**src/rtl/core/bdh_pkg.sv**
```systemverilog
// ----------------------------------------------------------------------------
// bdh_pkg
// Types and constants shared by the button debounce, hold and stuck block.
// ----------------------------------------------------------------------------
package bdh_pkg;

  localparam int unsigned NOW_WIDTH = 32;
  localparam int unsigned CFG_WIDTH = 16;
  localparam int unsigned CFG_INDEX_WIDTH = 2;

  typedef logic [CFG_INDEX_WIDTH-1:0] cfg_index_t;
  typedef logic [CFG_WIDTH-1:0] cfg_data_t;

  localparam cfg_index_t REG_DEBOUNCE_MS = 2'd0;
  localparam cfg_index_t REG_HOLD_DELAY = 2'd1;
  localparam cfg_index_t REG_STUCK_DELAY = 2'd2;

  localparam cfg_data_t DEBOUNCE_MS_RESET = 16'd30;
  localparam cfg_data_t HOLD_DELAY_RESET = 16'd300;
  localparam cfg_data_t STUCK_DELAY_RESET = 16'd2000;

  typedef struct packed {
    logic pin_level;
    logic [NOW_WIDTH-1:0] now_ms;
  } poll_item_t;

  typedef struct packed {
    logic press_pulse;
    logic toggle_state;
    logic held;
    logic stuck;
    logic latched;
  } result_item_t;

endpackage

```
**src/rtl/core/bdh_poll_if.sv**
```systemverilog
// ----------------------------------------------------------------------------
// bdh_poll_if
// Poll request channel: valid, ready and one pin sample with its time.
// ----------------------------------------------------------------------------
interface bdh_poll_if;
  logic valid;
  logic ready;
  bdh_pkg::poll_item_t data;

  modport source (output valid, output data, input ready);
  modport sink (input valid, input data, output ready);
endinterface

```
**src/rtl/core/bdh_result_if.sv**
```systemverilog
// ----------------------------------------------------------------------------
// bdh_result_if
// Result request channel: valid, ready and the button flags of one poll.
// ----------------------------------------------------------------------------
interface bdh_result_if;
  logic valid;
  logic ready;
  bdh_pkg::result_item_t data;

  modport source (output valid, output data, input ready);
  modport sink (input valid, input data, output ready);
endinterface

```
**src/rtl/core/bdh_cfg_if.sv**
```systemverilog
// ----------------------------------------------------------------------------
// bdh_cfg_if
// Configuration write channel: valid, ready, register index and write data.
// ----------------------------------------------------------------------------
interface bdh_cfg_if;
  logic valid;
  logic ready;
  bdh_pkg::cfg_index_t index;
  bdh_pkg::cfg_data_t data;

  modport source (output valid, output index, output data, input ready);
  modport sink (input valid, input index, input data, output ready);
endinterface

```
**src/rtl/core/button_debounce_hold_stuck_unit.sv**
```systemverilog
// ----------------------------------------------------------------------------
// button_debounce_hold_stuck_unit
// Debouncer for one active-low button with toggle, hold and stuck detection.
// A poll's result is registered and offered in the cycle after it is accepted.
// Throughput: one poll per cycle while results are taken (single state path).
// The result register frees itself when taken, so polls flow while results
// are read. Reset: flags and event time clear, registers take 30/300/2000.
// ----------------------------------------------------------------------------
module button_debounce_hold_stuck_unit #(
  parameter int unsigned TIME_WIDTH = 32
) (
  input  logic clk,
  input  logic rst,
  bdh_cfg_if.sink cfg,
  bdh_poll_if.sink poll,
  bdh_result_if.source result
);

  typedef logic [TIME_WIDTH-1:0] time_t;

  bdh_pkg::cfg_data_t debounce_ms;
  bdh_pkg::cfg_data_t hold_delay;
  bdh_pkg::cfg_data_t stuck_delay;

  logic press_latch, press_latch_next;
  logic toggle_flag, toggle_flag_next;
  logic hold_flag, hold_flag_next;
  logic stuck_flag, stuck_flag_next;
  time_t event_time, event_time_next;

  logic result_valid;
  bdh_pkg::result_item_t result_data;
  bdh_pkg::result_item_t result_next;

  logic poll_accept;
  logic pressed;
  time_t now_t;
  time_t elapsed;
  logic over_debounce, over_hold, over_stuck;
  logic press_hit, release_hit, hold_hit, stuck_hit;

  assign cfg.ready = !rst;

  always_ff @(posedge clk) begin
    if (rst) begin
      debounce_ms <= bdh_pkg::DEBOUNCE_MS_RESET;
      hold_delay <= bdh_pkg::HOLD_DELAY_RESET;
      stuck_delay <= bdh_pkg::STUCK_DELAY_RESET;
    end else if (cfg.valid) begin
      case (cfg.index)
        bdh_pkg::REG_DEBOUNCE_MS: debounce_ms <= cfg.data;
        bdh_pkg::REG_HOLD_DELAY: hold_delay <= cfg.data;
        bdh_pkg::REG_STUCK_DELAY: stuck_delay <= cfg.data;
        default: ;
      endcase
    end
  end

  // align the 32-bit poll time to the internal time width
  generate
    if (TIME_WIDTH >= bdh_pkg::NOW_WIDTH) begin : g_time_ext
      assign now_t = time_t'(poll.data.now_ms);
    end else begin : g_time_cut
      assign now_t = poll.data.now_ms[TIME_WIDTH-1:0];
    end
  endgenerate

  assign poll.ready = !rst && (!result_valid || result.ready);
  assign poll_accept = poll.valid && poll.ready;

  assign pressed = !poll.data.pin_level;
  assign elapsed = now_t - event_time;
  assign over_debounce = elapsed > time_t'(debounce_ms);
  assign over_hold = elapsed > time_t'(hold_delay);
  assign over_stuck = elapsed > time_t'(stuck_delay);

  // a press restarts the timer, so hold and stuck cannot follow in that poll
  assign press_hit = pressed && !press_latch && over_debounce;
  assign release_hit = !pressed && over_debounce;
  assign hold_hit = pressed && press_latch && over_hold && !over_stuck;
  assign stuck_hit = pressed && press_latch && over_stuck;

  always_comb begin
    press_latch_next = press_latch;
    toggle_flag_next = toggle_flag;
    hold_flag_next = hold_flag;
    stuck_flag_next = stuck_flag;
    event_time_next = event_time;
    if (press_hit) begin
      toggle_flag_next = !toggle_flag;
      press_latch_next = 1'b1;
      event_time_next = now_t;
    end else if (release_hit) begin
      press_latch_next = 1'b0;
      hold_flag_next = 1'b0;
      stuck_flag_next = 1'b0;
      event_time_next = now_t;
    end else if (hold_hit) begin
      hold_flag_next = 1'b1;
      toggle_flag_next = !toggle_flag;
    end else if (stuck_hit) begin
      hold_flag_next = 1'b0;
      stuck_flag_next = 1'b1;
      toggle_flag_next = !toggle_flag;
    end
    result_next.press_pulse = press_hit;
    result_next.toggle_state = toggle_flag_next;
    result_next.held = hold_flag_next;
    result_next.stuck = stuck_flag_next;
    result_next.latched = press_latch_next;
  end

  always_ff @(posedge clk) begin
    if (rst) begin
      press_latch <= 1'b0;
      toggle_flag <= 1'b0;
      hold_flag <= 1'b0;
      stuck_flag <= 1'b0;
      event_time <= '0;
      result_valid <= 1'b0;
    end else begin
      if (poll_accept) begin
        press_latch <= press_latch_next;
        toggle_flag <= toggle_flag_next;
        hold_flag <= hold_flag_next;
        stuck_flag <= stuck_flag_next;
        event_time <= event_time_next;
        result_valid <= 1'b1;
      end else if (result.ready) begin
        result_valid <= 1'b0;
      end
    end
  end

  always_ff @(posedge clk) begin
    if (poll_accept) begin
      result_data <= result_next;
    end
  end

  assign result.valid = result_valid;
  assign result.data = result_data;

endmodule

```
**src/flat_wrapper.sv**
```systemverilog
// flat-port wrapper written by rule: the top's interface ports become plain ports
module button_debounce_hold_stuck_unit_flat 
#(
  parameter int unsigned TIME_WIDTH = 32
)
  (clk, rst, cfg_valid, cfg_index, cfg_data, cfg_ready, poll_valid, poll_data, poll_ready, result_valid, result_data, result_ready);
  bdh_cfg_if cfg_i ();
  bdh_poll_if poll_i ();
  bdh_result_if result_i ();
  input  logic clk;
  input  logic rst;
  input wire logic [$bits(cfg_i.valid)-1:0] cfg_valid;
  input wire logic [$bits(cfg_i.index)-1:0] cfg_index;
  input wire logic [$bits(cfg_i.data)-1:0] cfg_data;
  output wire logic [$bits(cfg_i.ready)-1:0] cfg_ready;
  input wire logic [$bits(poll_i.valid)-1:0] poll_valid;
  input wire logic [$bits(poll_i.data)-1:0] poll_data;
  output wire logic [$bits(poll_i.ready)-1:0] poll_ready;
  output wire logic [$bits(result_i.valid)-1:0] result_valid;
  output wire logic [$bits(result_i.data)-1:0] result_data;
  input wire logic [$bits(result_i.ready)-1:0] result_ready;
  assign cfg_i.valid = cfg_valid;
  assign cfg_i.index = cfg_index;
  assign cfg_i.data = cfg_data;
  assign cfg_ready = cfg_i.ready;
  assign poll_i.valid = poll_valid;
  assign poll_i.data = poll_data;
  assign poll_ready = poll_i.ready;
  assign result_valid = result_i.valid;
  assign result_data = result_i.data;
  assign result_i.ready = result_ready;
  button_debounce_hold_stuck_unit #(.TIME_WIDTH(TIME_WIDTH)) u_core (.clk(clk), .rst(rst), .cfg(cfg_i), .poll(poll_i), .result(result_i));
endmodule
```
**config.mk**
```make
export PLATFORM = sky130hd
export DESIGN_NAME = button_debounce_hold_stuck_unit_flat
export DESIGN_NICKNAME = d
export VERILOG_FILES = /design/src/rtl/core/bdh_pkg.sv /design/src/rtl/core/bdh_poll_if.sv /design/src/rtl/core/bdh_result_if.sv /design/src/rtl/core/bdh_cfg_if.sv /design/src/rtl/core/button_debounce_hold_stuck_unit.sv /design/src/flat_wrapper.sv
export SDC_FILE = /design/constraint.sdc
export NUM_CORES = 1
export LEC_CHECK = 0
export ABC_AREA = 1
export BUFFER_PORTS_ARGS = -buffer_cell sky130_fd_sc_hd__buf_4
export CAP_MARGIN = 20
export CORE_MARGIN = 2
export CORE_UTILIZATION = 36
export DETAILED_ROUTE_END_ITERATION = 8
export PLACE_DENSITY_LB_ADDON = 0.1
export RECOVER_POWER = 100
export SETUP_SLACK_MARGIN = 0.05
export SLEW_MARGIN = 5
export SYNTH_ARGS = -nofsm -noshare
export SYNTH_HDL_FRONTEND = slang
export SYNTH_SLANG_ARGS = --single-unit
```
**constraint.sdc**
```tcl
create_clock -name clk -period 3.53 [get_ports clk]
set_input_delay 0.5295 -clock clk [delete_from_list [all_inputs] [get_ports clk]]
set_output_delay 0.5295 -clock clk [all_outputs]
set_load 0.03 [all_outputs]
```
-- Yosys cells after proc, flatten, opt, wreduce, memory -nomap -nowiden
Cells that the tools add are included.
- register bits after elaboration: 90
- input port bits: 56
- output and inout bits: 8
- logic and storage cells: 61
- add/sub/neg operators: 1
- order comparisons: 3
- eq/ne operators: 2
- muxes and demuxes: 18
- reduce and logical (&&, ||, !) cells: 23
- operators with widths (operator ; number):
    32-bit by 16-bit greater-than comparator with 1-bit output ; 3
    32-bit two-way mux ; 2
    32-bit subtractor ; 1
    1-bit two-way mux ; 16
    1-bit logical AND ; 9
    2-bit AND reduction ; 4
    1-bit logical NOT ; 6
    2-bit nonzero test ; 2
    2-bit by 1-bit equality test with 1-bit output (second input constant) ; 1
    2-bit equality test (second input constant) ; 1
    2-bit logical NOT ; 1
    1-bit logical OR ; 1

-- Longest topological paths before layout
Gate-level depths: netlist of the first run.
- word-level depth: 7
- gate-level depth with buffers: 26

-- Worst setup path before layout of the first run
Ideal clock, no wire load.
- path kind: input to register
- from: in poll_data[0]
- to: reg, netlist name u_core.result.data[3]
- setup time: 0.249 ns
- arrival: 2.947 ns
- path slack: 0.334 ns
- stages: 22
- cells stage by stage: inv_1 > ha_1 > fa_1 > inv_1 > nand3_1 > nand3_1 > nand2_1 > nand3b_2 > xor2_1 > ha_1 > nand4_1 > nor3_1 > o21ai_0 > o211ai_1 > nand2_1 > nand3_4 > nand2_1 > nand3_1 > nand2_1 > nand2_1 > nand2_1 > inv_1
- word-level cells in the longest chain between the ends: 7
- elaborated cells on any way between the ends: 14
- those cells by class: add/sub (1); order compare (3); mux (4); reduce/logical (6)
- RTL lines (element ; RTL line ; source):
    start: declaration ; flat_wrapper.sv:17 ; input wire logic [$bits(poll_i.data)-1:0] poll_data;
    32-bit subtractor (*) ; button_debounce_hold_stuck_unit.sv:72 ; assign elapsed = now_t - event_time;
    32-bit by 16-bit greater-than comparator with 1-bit output (on tied branches) ; button_debounce_hold_stuck_unit.sv:75, button_debounce_hold_stuck_unit.sv:74 ;
    1-bit logical AND, or another cell as far along ; button_debounce_hold_stuck_unit.sv:81 ; assign stuck_hit = pressed && press_latch && over_stuck;
    1-bit two-way mux / 1-bit logical AND (equally long branches) ; button_debounce_hold_stuck_unit.sv:101, button_debounce_hold_stuck_unit.sv:80 ;
    1-bit two-way mux ; button_debounce_hold_stuck_unit.sv:98 ; end else if (hold_hit) begin
    1-bit two-way mux ; button_debounce_hold_stuck_unit.sv:93 ; end else if (release_hit) begin
    1-bit two-way mux (*) ; button_debounce_hold_stuck_unit.sv:89 ; if (press_hit) begin
    net u_core.toggle_flag_next ; button_debounce_hold_stuck_unit.sv:26 ; logic toggle_flag, toggle_flag_next;
Mark *: on every way through the listed nets, which the timed path passes. The rest lies on a longest branch.
A chain may end at the register's enable or synchronous reset.

-- Worst setup path in the final report of the first run
- from: reg u_core.event_time[0]
- to: reg u_core.event_time[29]
- word-level cells in the longest chain between the ends: 5
- elaborated cells on any way between the ends: 7
- those cells by class: add/sub (1); order compare (1); mux (1); reduce/logical (4)
- RTL lines (element ; RTL line ; source):
    start: declaration ; button_debounce_hold_stuck_unit.sv:29 ; time_t event_time, event_time_next;
    start signal: assignment ; button_debounce_hold_stuck_unit.sv:127 ; event_time <= event_time_next;
    32-bit subtractor (*) ; button_debounce_hold_stuck_unit.sv:72 ;
    32-bit by 16-bit greater-than comparator with 1-bit output (*) ; button_debounce_hold_stuck_unit.sv:73 ; assign over_debounce = elapsed > time_t'(debounce_ms);
    1-bit logical AND (on tied branches) ; button_debounce_hold_stuck_unit.sv:79, button_debounce_hold_stuck_unit.sv:78 ;
    2-bit nonzero test (no line) ; -- ;
    2-bit AND reduction (no line) ; -- ;
Mark *: on every way between the ends. The rest lies on a longest branch, timed or not.

==> flow_summary.ini, run 1 <==
[min_path]
holdPathEnd = u_core.result.valid
worstHoldStart = poll_valid
hp-class = in2reg
min_path_cells = 3

[grt]
antenna_found_initial = 0
grt_util_all_layers_pct = 18.95
grt_max_degree = 57
first_global_vias = 6329
grt_pass1_wl_um = 30820
gr-total-overflow = 0

[worst_setup_path]
end_kind = flip-flop
worstReg2RegEnd = u_core.event_time[29]
crit_type = reg2reg
worstPathCellList = ha_4 -> fa_2 -> inv_2 -> nand3_2 -> nand3_2 -> nand2_2 -> nand3b_4 -> xor2_4 -> ha_4 -> nand4_1 -> nor4_2 -> nand4_1 -> nand2_2 -> nand3_4 -> nand3b_4 -> buf_6 -> clkbuf_16 -> a21oi_2
critPathTopFamily = simple AND/OR/NAND/NOR gates
cpMaxStageDelayCell = fa_2
cp.arrival_ns = 3.61
r2r_slack_ns = 0.16
r2r-start = u_core.event_time[0]
critPathLaunchType = flip-flop
cp_max_fo = 7
r2r_cells = 18
cpPeakStageDelay_ns = 0.36
worstPathRequired_ns = 3.77
crit_buf_inv = 3

[routing]
ant_nets = 0
dr.pass1.iters = 6
vias = 6955
drt_first_iter_violations = 339
drt_wl_total_um = 20260
remaining_drc_errors = 0
vias_per_cell = 4.567
wl_per_cell_um = 13.31

[logic_synthesis]
ys.flop_type = dfxtp_1
synth_top_cell_area_share_pct = 23.94
synthTopCellsByCount = 304 x nand2_1, 231 x inv_1, 85 x dfxtp_1, 79 x ha_1, 72 x a21oi_1
ys.warnings.count = 0
ys_async_sr_fraction_pct = 0
yosysMostFrequentCell = nand2_1
seq_area_frac_synth_pct = 26.05
yosysTopAreaCell = dfxtp_1
syn_nets = 1231
synthesis.area_um2 = 7108
synth-edff-count = 5
syn_avg_cell_area_um2 = 6.491
ys_ff_latch = 90
synthCells = 1095
ys_top_cells_by_area = dfxtp_1 24%, nand2_1 16%, ha_1 14%
yosys.cell_types.count = 43

[pwr]
ir_worst_vdd_mv = 0.2366
power_density_nw_per_um2 = 388.2
p_leak_nw = 4.767
finalPower_mw = 3.684

[timing]
slew_headroom_pct = 42.42
fmax_mhz = 296.5
hold_violations = 0
period_needed_ns = 3.373
rsz0062_at_grt = yes
worst_pin_slew_ns = 0.8605
hold_ws_ns = 0.4017
finClkSkew_ns = 0.008665
finalSetupViolations = 0
slew_viol_final = 0
period_share_pct = 95.56

[clock_network]
cts_root_buffer = clkbuf_16
cts.sinks = 90
cts_max_path_buffers = 2
insertion_delay_ns = 0.35
h-tree-depth = 3
numCtsBuffers = 9
cts_tree = yes
clk_pin_slew_ns = 0.07

[finish]
drive_gt1_share_pct = 26.39
instances_no_fill = 1523
syn_to_final_growth_pct = 33.48
fin_nets = 1389
diodes = 0

[floorplan]
ios = 64
initial_utilization_pct = 36.64
die_w_um = 144.5
die_area_um2 = 20880
die_h_um = 144.5
rows = 51
core_area_um2 = 19400

[placed_design]
dp_hpwl_um = 15030
io_buffers = 63
placed_cells = 1486
place.gp.congestion = 0.8571

[status]
outcome = completed

[run]
cap_violations = 0
## registers in the layout, indices dropped and copies added, names as in the netlist
| signal | flops |
|---|---|
| u_core.hold_delay | 16 |
| u_core.stuck_flag | 1 |
| u_core.stuck_delay | 16 |
| u_core.result.data | 5 |
| u_core.result.valid | 1 |
| u_core.press_latch | 1 |
| u_core.event_time | 32 |
| u_core.hold_flag | 1 |
| u_core.toggle_flag | 1 |
| u_core.debounce_ms | 16 |
## through the flow
step | area (µm²) | util [%] | setup slack, ns | setup TNS (ns)
2_1_floorplan | 7108 | - | 0.3337 | 0
3_3_place_gp | 8432 | 43.47 | -0.3986 | -14.25
3_5_place_dp | 8432 | 43.47 | -0.3989 | -14.12
4_1_cts | 8793 | 45.33 | 0.05136 | 0
5_1_grt | 9488 | 48.91 | -0.01964 | -0.07856
6_report | 9488 | 48.91 | 0.1569 | 0
## how the worst max path moves through the flow
stage	end	cells after the start	slack, ns	from
2_1_floorplan	u_core.result.data[3]	22	0.33	poll_data[0]
3_3_place_gp	u_core.event_time[5]	18	-0.40	poll_data[6]
3_5_place_dp	u_core.event_time[5]	20	-0.40	poll_data[0]
4_1_cts	u_core.result.data[3]	22	0.05	u_core.event_time[6]
5_1_grt	u_core.event_time[1]	18	-0.02	u_core.event_time[0]
6_report	u_core.event_time[29]	18	0.16	u_core.event_time[0]
## worst min-delay path: stages
cell and delay, ns:
buf_4 0.08, a21oi_1 0.03, nor2_1 0.07
## routing by layer
| metal | up-vias | GRT usage [%] | routed length [µm] |
|---|---|---|---|
| met3 | 22 | 2.053 | 645 |
| met1 | 3083 | 26.27 | 9991 |
| met5 | - | 0 | 0 |
| met2 | 95 | 31.20 | 9180 |
| li1 | 3755 | - | - |
| met4 | 0 | 5.314 | 447 |
## layout by cell type, fill, tap and decap left out, types with 18 or more instances in the layout
master / netlist / final
a21oi_2: 28 / 29
o21ai_0: 47 / 44
ha_4: 0 / 18
o21ai_1: 29 / 32
nand2_2: 8 / 33
a21oi_1: 72 / 70
nand3_1: 36 / 32
ha_1: 79 / 61
buf_4: 1 / 145
nor2_1: 59 / 54
inv_1: 231 / 216
nand2_1: 304 / 271
dfxtp_1: 85 / 78
inv_2: 7 / 23
## kinds of logic (layout without fill, tap and decap cells)
kind of cell / count (synthesis) / count (layout) / synth area share (%)
xor gates and xnor gates: 16 / 16 / 1.972
and+or+nand+nor: 447 / 447 / 26.70
adders and majority gates: 80 / 80 / 14.19
DFF: 90 / 90 / 26.05
AOI/OAI and AO/OA: 201 / 201 / 16.55
buffers and inverters: 261 / 424 / 14.54
## report_power, final
part	internal (mW)	switching (mW)
sequential	1.09	0.0195
combinational	0.721	0.880
clock	0.521	0.454
total	2.33	1.35
## layout make-up
type | instances | area (µm²)
clock inverter | 5 | 36.28
timing repair buffer | 167 | 1355
tap | 265 | 331.6
sequential | 90 | 1861
fill | 2087 | 9911
inverter | 241 | 904.6
clock buffer | 11 | 252.7
multi-input combinational | 744 | 4747
## timing repair
item	CTS	global route
setup endpoints to repair	39	41
buffers inserted	0	15
pin swaps	2	25
resized for setup	9	118
cloned	1	5
hold buffers	0	0
endpoints found under the hold margin	0	0
Power figures use the tool's default switching activity.
==> run 2: changes to the inputs <==
clock period = 4.32 ns   (was 3.53 ns; I/O delays follow)
==> run 2 against run 1 <==
  * Largest power group unchanged
  * Clock skew shrank 0.00075 ns
  * Largest cell class unchanged
  * Clock-buffer cell count down 2
  * Critical path depth grew 1
  * Die area is the same
  * Worst setup slack improved by 0.34 ns
  * Cell area fell by 15%
  * Highest routed layer unchanged
==> flow_summary.ini, run 2 (synthesis gave the netlist of run 1 again) <==
[status]
outcome = completed

[routing]
wl_per_cell_um = 12.79
drt_first_iter_violations = 267
vias = 6490
drt_wl_total_um = 18190
dr.pass1.iters = 5
ant_nets = 0
vias_per_cell = 4.564
remaining_drc_errors = 0

[timing]
fmax_mhz = 261.9
setup-tns-final_ns = 0
finClkSkew_ns = 0.007914
rsz0062_at_grt = no
finalSetupViolations = 0
slew_viol_final = 0
worst_pin_slew_ns = 0.9209
slew_headroom_pct = 38.38
hold_violations = 0
period_needed_ns = 3.819
period_share_pct = 88.40

[finish]
fin_nets = 1289
fillCellCount = 2204
multi_input_area_um2 = 4212
regArea_um2 = 1852
largest_register = u_core.event_time
largest_register_ffs = 32
drive_gt1_share_pct = 11.24
diodes = 0
post-route-cell-area_um2 = 8053
final_cell_mix = 306 x nand2_1, 233 x inv_1, 85 x dfxtp_1, 79 x ha_1, 72 x a21oi_1
layout_commonest_cell = nand2_1
syn_to_final_growth_pct = 13.29

[grt]
grt_max_degree = 53
antenna_found_initial = 0
first_global_vias = 5984
grt_pass1_wl_um = 29930
grt_util_all_layers_pct = 18.44
gr-total-overflow = 0

[worst_setup_path]
crit_end = u_core.event_time[7]
r2r-start = u_core.event_time[12]
crit_type = in2reg
worstReg2RegEnd = u_core.event_time[7]
worstPathRequired_ns = 4.61
cpPeakStageDelay_ns = 0.40
cp_max_fo = 40
critPathLaunchType = input port
startpoint = poll_data[12]
r2r_cells = 19
cp.arrival_ns = 4.10
r2r_slack_ns = 0.54
cpMaxStageDelayCell = ha_1
end_kind = flip-flop
worstPathCellList = clkbuf_1 -> ha_1 -> nand2_1 -> nor2_1 -> and2_0 -> nand2_1 -> nand2_1 -> xor2_1 -> ha_1 -> a21oi_1 -> nor2_1 -> a211oi_1 -> o211ai_1 -> nand2_1 -> nand3_4 -> nand3b_4 -> buf_12 -> o21ai_0 -> a21oi_2
cpMostUsedCell = nand2_1

[placed_design]
io_buffers = 63
place_area_um2 = 7839
place.gp.congestion = 0.8945
dp_hpwl_um = 14860

[floorplan]
die_area_um2 = 20880
die_h_um = 144.5
core_area_um2 = 19400
rows = 51
initial_utilization_pct = 36.64
ios = 64
die_w_um = 144.5

[clock_network]
cts_resized = 0
ctsHoldBuffers = 0
cts_max_path_buffers = 2
numCtsBuffers = 9
cts_setup_buffers = 0
h-tree-depth = 3
cts_root_buffer = clkbuf_16
cts.sinks = 90
clk_pin_slew_ns = 0.06
insertion_delay_ns = 0.35
cts_tree = yes

[min_path]
hp-class = reg2reg

[pwr]
p_leak_nw = 4.147
power_density_nw_per_um2 = 327.1
ir_worst_vdd_mv = 0.1669

[run]
cap_violations = 0
==> run 2: cell types whose count changed in the layout (fill, tap and decap cells not counted), moves of 17 or more <==
cell and change:
buf_4 -92, nand2_1 +35, nand2_2 -27, o21ai_0 +27, o21ai_1 -26, ha_1 +18, ha_4 -18, inv_1 +17
inv_2 -17
==> run 2: worst min-delay path by stage <==
stage                                      end            startpoint  depth (start not counted)
after floorplan           u_core.event_time[0]  u_core.event_time[0]                          2
after global placement    u_core.event_time[0]  u_core.event_time[0]                          2
after detailed placement  u_core.event_time[0]  u_core.event_time[0]                          2
after CTS                 u_core.event_time[0]  u_core.event_time[0]                          2
after global routing      u_core.event_time[0]  u_core.event_time[0]                          2
final                     u_core.event_time[0]  u_core.event_time[0]                          2
==> run 2: critical path: cells and delay by family <==
family	cells	cell delay (ns)
XOR/XNOR	1	0.36
buffers and inverters	2	0.31
AO/OA/AOI/OAI	5	0.78
adder cells (fa/ha/maj)	2	0.72
AND/OR/NAND/NOR	9	1.26
==> run 2: per-stage QoR <==
| step | utilization [%] | total power [mW] | hold WS, ns | instances | worst slack (ns) |
|---|---|---|---|---|---|
| 4_1_cts | 41.78 | 2.679 | 0.4601 | 1422 | 0.6121 |
| 5_1_grt | 41.51 | 2.868 | 0.4840 | 1422 | 0.1588 |
| 3_5_place_dp | 40.41 | 1.903 | 0.4514 | 1407 | 0.2632 |
| 3_3_place_gp | 40.41 | 1.899 | 0.4438 | 1407 | 0.2903 |
| 6_report | 41.51 | 2.634 | 0.4522 | 1422 | 0.5012 |
| 2_1_floorplan | - | 1.637 | 0.4276 | 1095 | 1.005 |
==> run 2: where the power goes <==
group / internal, mW / total [mW] / leakage, nW / switching, mW
registers: 0.888 / 0.902 / 0.745 / 0.0138
logic: 0.355 / 0.971 / 3.27 / 0.616
clock network: 0.390 / 0.761 / 0.136 / 0.371
total: 1.63 / 2.63 / 4.15 / 1.00
==> run 2: final cells by class <==
cell class                 instances  area share [%]
tap                              265           4.117
clock inverter                     6          0.5127
sequential                        90           23.00
clock buffer                       9           2.797
inverter                         241           11.23
timing repair buffer              67           6.044
multi-input combinational        744           52.30
==> run 2: routing by layer <==
| metal | up-vias | GRT usage, % | part of all wire (%) |
|---|---|---|---|
| li1 | 3556 | - | - |
| met1 | 2840 | 26.03 | 52 |
| met2 | 79 | 29.53 | 44 |
| met3 | 15 | 2.781 | 2.9 |
| met4 | 0 | 4.497 | 1.3 |
| met5 | - | 0 | 0 |
